`src/hw/rtl/skvt_pkg.sv`:
```
package skvt_pkg;

    // Default table depth
    localparam int CAPACITY_DEF = 256;

    // Request modes
    typedef enum logic [3:0] {
        MODE_LOOKUP     = 4'd0,
        MODE_INSERT     = 4'd1,
        MODE_UPSERT     = 4'd2,
        MODE_REMOVE_KEY = 4'd3,
        MODE_REMOVE_POS = 4'd4,
        MODE_WRITE_POS  = 4'd5,
        MODE_READ_POS   = 4'd6,
        MODE_INS_POS    = 4'd7,
        MODE_CLEAR      = 4'd8
    } t_mode;

    // Result status codes
    typedef enum logic [2:0] {
        STAT_DONE    = 3'd0,
        STAT_ABSENT  = 3'd1,
        STAT_PRESENT = 3'd2,
        STAT_FULL    = 3'd3,
        STAT_RANGE   = 3'd4
    } t_status;

    // Controller states
    typedef enum logic [3:0] {
        S_IDLE,
        S_SRCH_RD,
        S_SRCH_CMP,
        S_SRCH_END,
        S_POS_CHK,
        S_POS_RD,
        S_UP_RD,
        S_UP_WR,
        S_DN_RD,
        S_DN_WR,
        S_RESULT
    } t_state;

    // Read address source
    typedef enum logic [2:0] {
        RD_NONE,
        RD_MID,
        RD_LO,
        RD_POS,
        RD_IDX_DN,
        RD_IDX_UP
    } t_rd_sel;

    // Write operation
    typedef enum logic [2:0] {
        WR_NONE,
        WR_NEW_AT_LO,
        WR_VAL_AT_LO,
        WR_VAL_AT_POS,
        WR_MOVE_IDX
    } t_wr_sel;

    // Shift index update
    typedef enum logic [2:0] {
        IDX_HOLD,
        IDX_FROM_COUNT,
        IDX_FROM_LO,
        IDX_FROM_POS,
        IDX_DEC,
        IDX_INC
    } t_idx_op;

    // Entry count update
    typedef enum logic [1:0] {
        CNT_HOLD,
        CNT_INC,
        CNT_DEC,
        CNT_CLR
    } t_cnt_op;

    // Result position source
    typedef enum logic [1:0] {
        RPOS_ZERO,
        RPOS_LO,
        RPOS_REQ
    } t_rpos_sel;

    // Result value source
    typedef enum logic {
        RVAL_ZERO,
        RVAL_RD
    } t_rval_sel;

    // Commands from controller to datapath
    typedef struct packed {
        logic      load;
        t_rd_sel   rd_sel;
        logic      step;
        t_wr_sel   wr_sel;
        t_idx_op   idx_op;
        t_cnt_op   cnt_op;
        logic      res_load;
        t_status   res_status;
        t_rpos_sel res_pos_sel;
        t_rval_sel res_val_sel;
        logic      emit;
    } t_dp_cmd;

    // Status from datapath to controller
    typedef struct packed {
        logic lt_hi;
        logic rd_key_lt;
        logic found;
        logic full;
        logic pos_ok;
        logic idx_gt_lo;
        logic idx_more;
    } t_dp_stat;

endpackage

```
`src/hw/rtl/skvt_ctrl.sv`:
```
module skvt_ctrl (
    input  logic               i_clk,
    input  logic               i_rst_n,
    input  logic               start,
    input  logic [3:0]         i_mode,
    input  skvt_pkg::t_dp_stat i_stat,
    output skvt_pkg::t_dp_cmd  o_cmd,
    output logic               busy
);
    import skvt_pkg::*;

    t_state r_state;
    t_state n_state;
    t_mode  r_mode;
    t_mode  w_req_mode;

    assign w_req_mode = t_mode'(i_mode);
    assign busy       = (r_state != S_IDLE);

    // State and mode registers
    always_ff @(posedge i_clk) begin
        if (!i_rst_n) begin
            r_state <= S_IDLE;
        end else begin
            r_state <= n_state;
        end
        if (r_state == S_IDLE && start) begin
            r_mode <= w_req_mode;
        end
    end

    // Next state
    always_comb begin
        n_state = r_state;
        unique case (r_state)
            S_IDLE: begin
                if (start) begin
                    unique case (w_req_mode) inside
                        MODE_LOOKUP, MODE_INSERT, MODE_UPSERT, MODE_REMOVE_KEY,
                        MODE_INS_POS:
                            n_state = S_SRCH_RD;
                        MODE_REMOVE_POS, MODE_WRITE_POS, MODE_READ_POS:
                            n_state = S_POS_CHK;
                        default:
                            n_state = S_RESULT;
                    endcase
                end
            end
            S_SRCH_RD:  n_state = i_stat.lt_hi ? S_SRCH_CMP : S_SRCH_END;
            S_SRCH_CMP: n_state = S_SRCH_RD;
            S_SRCH_END: begin
                n_state = S_RESULT;
                unique case (r_mode) inside
                    MODE_INSERT, MODE_UPSERT: begin
                        if (!i_stat.found && !i_stat.full) begin
                            n_state = S_UP_RD;
                        end
                    end
                    MODE_REMOVE_KEY: begin
                        if (i_stat.found) begin
                            n_state = S_DN_RD;
                        end
                    end
                    default: ;
                endcase
            end
            S_POS_CHK: begin
                n_state = S_RESULT;
                if (i_stat.pos_ok && r_mode != MODE_WRITE_POS) begin
                    n_state = S_POS_RD;
                end
            end
            S_POS_RD: n_state = (r_mode == MODE_REMOVE_POS) ? S_DN_RD : S_RESULT;
            S_UP_RD:  n_state = i_stat.idx_gt_lo ? S_UP_WR : S_RESULT;
            S_UP_WR:  n_state = S_UP_RD;
            S_DN_RD:  n_state = i_stat.idx_more ? S_DN_WR : S_RESULT;
            S_DN_WR:  n_state = S_DN_RD;
            S_RESULT: n_state = S_IDLE;
            default:  n_state = S_IDLE;
        endcase
    end

    // Datapath commands
    always_comb begin
        o_cmd = '0;
        unique case (r_state)
            S_IDLE: begin
                if (start) begin
                    o_cmd.load = 1'b1;
                    unique case (w_req_mode) inside
                        MODE_LOOKUP, MODE_INSERT, MODE_UPSERT, MODE_REMOVE_KEY,
                        MODE_INS_POS, MODE_REMOVE_POS, MODE_WRITE_POS,
                        MODE_READ_POS: ;
                        MODE_CLEAR: begin
                            o_cmd.cnt_op   = CNT_CLR;
                            o_cmd.res_load = 1'b1;
                        end
                        default: begin
                            o_cmd.res_load = 1'b1;
                        end
                    endcase
                end
            end
            S_SRCH_RD: begin
                o_cmd.rd_sel = i_stat.lt_hi ? RD_MID : RD_LO;
            end
            S_SRCH_CMP: begin
                o_cmd.step = 1'b1;
            end
            S_SRCH_END: begin
                o_cmd.res_load    = 1'b1;
                o_cmd.res_pos_sel = RPOS_LO;
                unique case (r_mode) inside
                    MODE_LOOKUP: begin
                        if (i_stat.found) begin
                            o_cmd.res_val_sel = RVAL_RD;
                        end else begin
                            o_cmd.res_status = STAT_ABSENT;
                        end
                    end
                    MODE_INSERT, MODE_UPSERT: begin
                        if (i_stat.found) begin
                            if (r_mode == MODE_UPSERT) begin
                                o_cmd.wr_sel = WR_VAL_AT_LO;
                            end else begin
                                o_cmd.res_status = STAT_PRESENT;
                            end
                        end else if (i_stat.full) begin
                            o_cmd.res_status = STAT_FULL;
                        end else begin
                            o_cmd.idx_op = IDX_FROM_COUNT;
                        end
                    end
                    MODE_REMOVE_KEY: begin
                        if (i_stat.found) begin
                            o_cmd.res_val_sel = RVAL_RD;
                            o_cmd.idx_op      = IDX_FROM_LO;
                        end else begin
                            o_cmd.res_status = STAT_ABSENT;
                        end
                    end
                    default: ;
                endcase
            end
            S_POS_CHK: begin
                if (!i_stat.pos_ok) begin
                    o_cmd.res_load    = 1'b1;
                    o_cmd.res_status  = STAT_RANGE;
                    o_cmd.res_pos_sel = RPOS_REQ;
                end else if (r_mode == MODE_WRITE_POS) begin
                    o_cmd.wr_sel      = WR_VAL_AT_POS;
                    o_cmd.res_load    = 1'b1;
                    o_cmd.res_pos_sel = RPOS_REQ;
                end else begin
                    o_cmd.rd_sel = RD_POS;
                end
            end
            S_POS_RD: begin
                o_cmd.res_load    = 1'b1;
                o_cmd.res_pos_sel = RPOS_REQ;
                o_cmd.res_val_sel = RVAL_RD;
                if (r_mode == MODE_REMOVE_POS) begin
                    o_cmd.idx_op = IDX_FROM_POS;
                end
            end
            S_UP_RD: begin
                if (i_stat.idx_gt_lo) begin
                    o_cmd.rd_sel = RD_IDX_DN;
                end else begin
                    o_cmd.wr_sel = WR_NEW_AT_LO;
                    o_cmd.cnt_op = CNT_INC;
                end
            end
            S_UP_WR: begin
                o_cmd.wr_sel = WR_MOVE_IDX;
                o_cmd.idx_op = IDX_DEC;
            end
            S_DN_RD: begin
                if (i_stat.idx_more) begin
                    o_cmd.rd_sel = RD_IDX_UP;
                end else begin
                    o_cmd.cnt_op = CNT_DEC;
                end
            end
            S_DN_WR: begin
                o_cmd.wr_sel = WR_MOVE_IDX;
                o_cmd.idx_op = IDX_INC;
            end
            S_RESULT: begin
                o_cmd.emit = 1'b1;
            end
            default: ;
        endcase
    end

`ifndef SYNTHESIS
    a_accept_busy: assert property (@(posedge i_clk) disable iff (!i_rst_n)
        (start && !busy) |=> busy)
        else $error("accepted transaction did not raise busy");

    a_emit_idle: assert property (@(posedge i_clk) disable iff (!i_rst_n)
        o_cmd.emit |=> (r_state == S_IDLE))
        else $error("result emitted outside the closing state");

    a_shift_write: assert property (@(posedge i_clk) disable iff (!i_rst_n)
        (r_state == S_UP_WR || r_state == S_DN_WR) |-> $past(o_cmd.rd_sel != RD_NONE))
        else $error("entry moved without a preceding read");
`endif

endmodule

```
`config.mk`:
```
export PLATFORM = sky130hd
export DESIGN_NAME = skvt_ctrl
export DESIGN_NICKNAME = d
export VERILOG_FILES = /design/src/hw/rtl/skvt_pkg.sv /design/src/hw/rtl/skvt_ctrl.sv
export SDC_FILE = /design/constraint.sdc
export NUM_CORES = 1
export LEC_CHECK = 0
export ABC_AREA = 1
export BUFFER_PORTS_ARGS = -buffer_cell sky130_fd_sc_hd__buf_4
export CAP_MARGIN = 30
export CORE_UTILIZATION = 24
export DETAILED_ROUTE_END_ITERATION = 10
export PLACE_DENSITY_LB_ADDON = 0.25
export SLEW_MARGIN = 20
export SYNTH_ARGS = -nofsm -noshare
export SYNTH_HDL_FRONTEND = slang
export SYNTH_SLANG_ARGS = --single-unit
```
`constraint.sdc`:
```
create_clock -name i_clk -period 2 [get_ports i_clk]
set_clock_uncertainty 0.15 [all_clocks]
set_input_delay 0.1 -clock i_clk [delete_from_list [all_inputs] [get_ports i_clk]]
set_output_delay 0.1 -clock i_clk [all_outputs]
set_load 0.01 [all_outputs]
```
==> results by group <==
Setup path
  – Crit path launch type: flip-flop
  – Slowest-stage cell, CP: dfxtp_1
  – Critical path class: flip-flop to output pin
  – Worst-path cell chain: nand2_1 > nor2_4 > nand2_2 > nor4_1 > buf_4
  – Data required time of the worst path: 1750 ps
  – Crit-path max FO: 8
  – Cell family with most CP delay: simple AND/OR/NAND/NOR gates
  – Reg2reg start: r_state[1]$_SDFFE_PN0P_
  – Worst Path Buf+Inv: 1
  – Worst path max stage delay: 450 ps
  – CP Launch Point: r_state[0]$_SDFFE_PN0P_
  – WP data arrival: 1570 ps
  – CP endpoint kind: output pin

Flow run
  – Total of max-cap violations: 0

Synth
  – Synth top area cells: edfxtp_1 16%, nand2_1 16%, nor2_1 12%
  – Synth top cells by count: 32 x nand2_1, 25 x nor2_1, 20 x inv_1
  – Cell taking the most area after synthesis: edfxtp_1
  – Register area share after synthesis: 0.261
  – Synth cell types: 22
  – EDFF count, synth: 4
  – Most used DFF post-synth: edfxtp_1
  – Ys async rst share: 0
  – Mapped Cells: 129
  – Count leader, synth: nand2_1
  – Share of the synthesized area in the top cell type: 0.157
  – Ys Warns: 0
  – Synth Register Bits: 8
  – Net Count, Synth: 143
  – Mean post-synth cell area: 5.94 um2
  – Mapped Area: 766 um2

Hold path
  – Min-delay src: i_stat[3]
  – Hold WC Path Type: input pin to flip-flop

Detailed routing
  – DRC: 0
  – Initial drt markers: 33
  – Antenna-violating nets left: 0
  – Via density: 4.41
  – Final WL: 2290 um
  – Mean routed wirelength per cell: 10.6 um
  – DR vias: 948
  – Detailed-router iteration count before antenna repair: 4

Global routing
  – First-pass GRT wire length: 3860 um
  – Initial antenna violation count: 0
  – Pin count of the biggest net entering global routing: 9
  – Total track usage: 0.146
  – Overflow after GRT: 0
  – Vias in the first global route: 870

STA
  – Slew @ Worst Pin: 327 ps
  – Setup violations, final: 0
  – Final Critical Period: 1820 ps
  – Pins over their slew limit: 0
  – Worst hold margin: 53.3 ps
  – Worst rel slew slack: 0.780
  – Final setup TNS: 0 ps
  – Final period util: 0.911
  – Final Hold Vio Count: 0
  – Peak Freq: 0.549 GHz
  – RSZ-0062 raised after global routing: false

Clock network
  – Max H-tree Level: 1
  – Worst-Skew Late Latency: 250 ps
  – Total CTS buffers: 3
  – CTS tree: done
  – # Post-CTS Setup Buffers: 0
  – Clk root buf: clkbuf_4
  – Clk buf depth: 2
  – Clock sink total: 8
  – Clk pin slew, worst setup/hold paths: 60 ps

Place
  – PortBufs: 34
  – Hpwl dp: 1940 um
  – Routability Congestion: 0.825

Cells and area
  – P&R area growth vs syn: 49.3%
  – Antenna diode count: 0
  – Layout cell share with drive strength beyond 1: 0.281
  – Net count reported at finish: 186

Run status
  – Status: complete, no violations

Floorplanning
  – Starting Density: 0.253
  – Die area: 3420 um2
  – Core Area: 3030 um2
  – Site Rows: 20
  – Ports: 36
  – Die width: 58.5 um
  – Die height: 58.5 um

Power
  – Worst VDD drop: 0.626 mV
  – P per Cell Area: 1090 nW/um2
  – Pleak: 0.608 nW
per-stage QoR:
| stage | setup WS, ps | util | cells | power [mW] | area, um2 |
|---|---|---|---|---|---|
| 2_1_floorplan | 381 | - | 129 | 0.839 | 766 |
| 3_3_place_gp | 354 | 0.352 | 206 | 1.10 | 1060 |
| 3_5_place_dp | 307 | 0.352 | 206 | 1.10 | 1060 |
| 4_1_cts | 81.5 | 0.377 | 215 | 1.25 | 1140 |
| 5_1_grt | 4.42 | 0.378 | 215 | 1.37 | 1140 |
| 6_report | 177 | 0.378 | 215 | 1.25 | 1140 |
per-layer routing:
layer | track usage | share of wire
met5 | 0 | 0
met4 | 0.0476 | 0.012
met3 | 0.0264 | 0.055
met2 | 0.253 | 0.48
met1 | 0.184 | 0.45
layout make-up:
cell class                 count  area [um2]
timing repair buffer          39         305
sequential                     8         200
inverter                      21        78.8
tap                           44        55.1
fill                         335        1880
multi-input combinational     99         478
clock buffer                   4        26.3
timing repair:
item / in CTS / in global routing
endpoints found under the setup margin: 0 / 1
endpoints found under the hold margin: 5 / 0
gates resized for setup: 0 / 1
hold buffers: 5 / 0
power breakdown:
group | leakage, nW | switching, mW | internal (mW) | total (mW)
combinational | 0.523 | 0.499 | 0.306 | 0.805
clock | 0.0150 | 0.0584 | 0.0766 | 0.135
sequential | 0.0707 | 0.0669 | 0.243 | 0.310
total | 0.608 | 0.624 | 0.626 | 1.25
cell usage in the layout (no fill, tap or decap):
cell / Yosys / layout
a21boi_0: 1 / 1
a21oi_1: 4 / 4
buf_4: 0 / 34
clkbuf_1: 0 / 1
clkbuf_4: 0 / 3
dfxtp_1: 4 / 4
dlygate4sd3_1: 0 / 5
edfxtp_1: 4 / 4
inv_1: 20 / 20
inv_2: 1 / 1
nand2_1: 32 / 32
nand2_2: 3 / 3
nand3_1: 14 / 14
nand3_2: 1 / 1
nand3b_1: 2 / 2
nand4_1: 3 / 3
nor2_1: 25 / 24
nor2_2: 3 / 4
nor2_4: 1 / 1
nor3_1: 2 / 2
nor4_1: 2 / 2
o21a_1: 1 / 1
o21ai_0: 2 / 2
o21ai_4: 1 / 1
o31ai_1: 2 / 2
sequential cells by signal (all words and copies together), names as in the netlist:
name,count
r_state,4
r_mode,4
worst register-to-register path, delay by kind of cell, from the launching register on:
kind          cells  cell delay [ps]
simple gates      3              520
flops             1              350
buf+inv           2              250
cell families (layout without fill, tap and decap cells):
logic type             after synthesis  in the layout  synth area share
buffers and inverters               22             64             0.118
DFF                                  8              8             0.261
and+or+nand+nor                     88             88             0.521
AOI/OAI and AO/OA                   11             11            0.0997
path summary, 6_finish.rpt:
kind                                   to  slack, ps  cells after the start
setup / recovery                 o_cmd[5]        180                      5
hold reg to reg   r_state[3]$_SDFFE_PN0P_        560                      4
hold / removal    r_state[2]$_SDFFE_PN0P_         50                      4
setup reg to reg      r_mode[2]$_DFFE_PP_        410                      5
No activity file was read; power rests on OpenSTA's default activity.
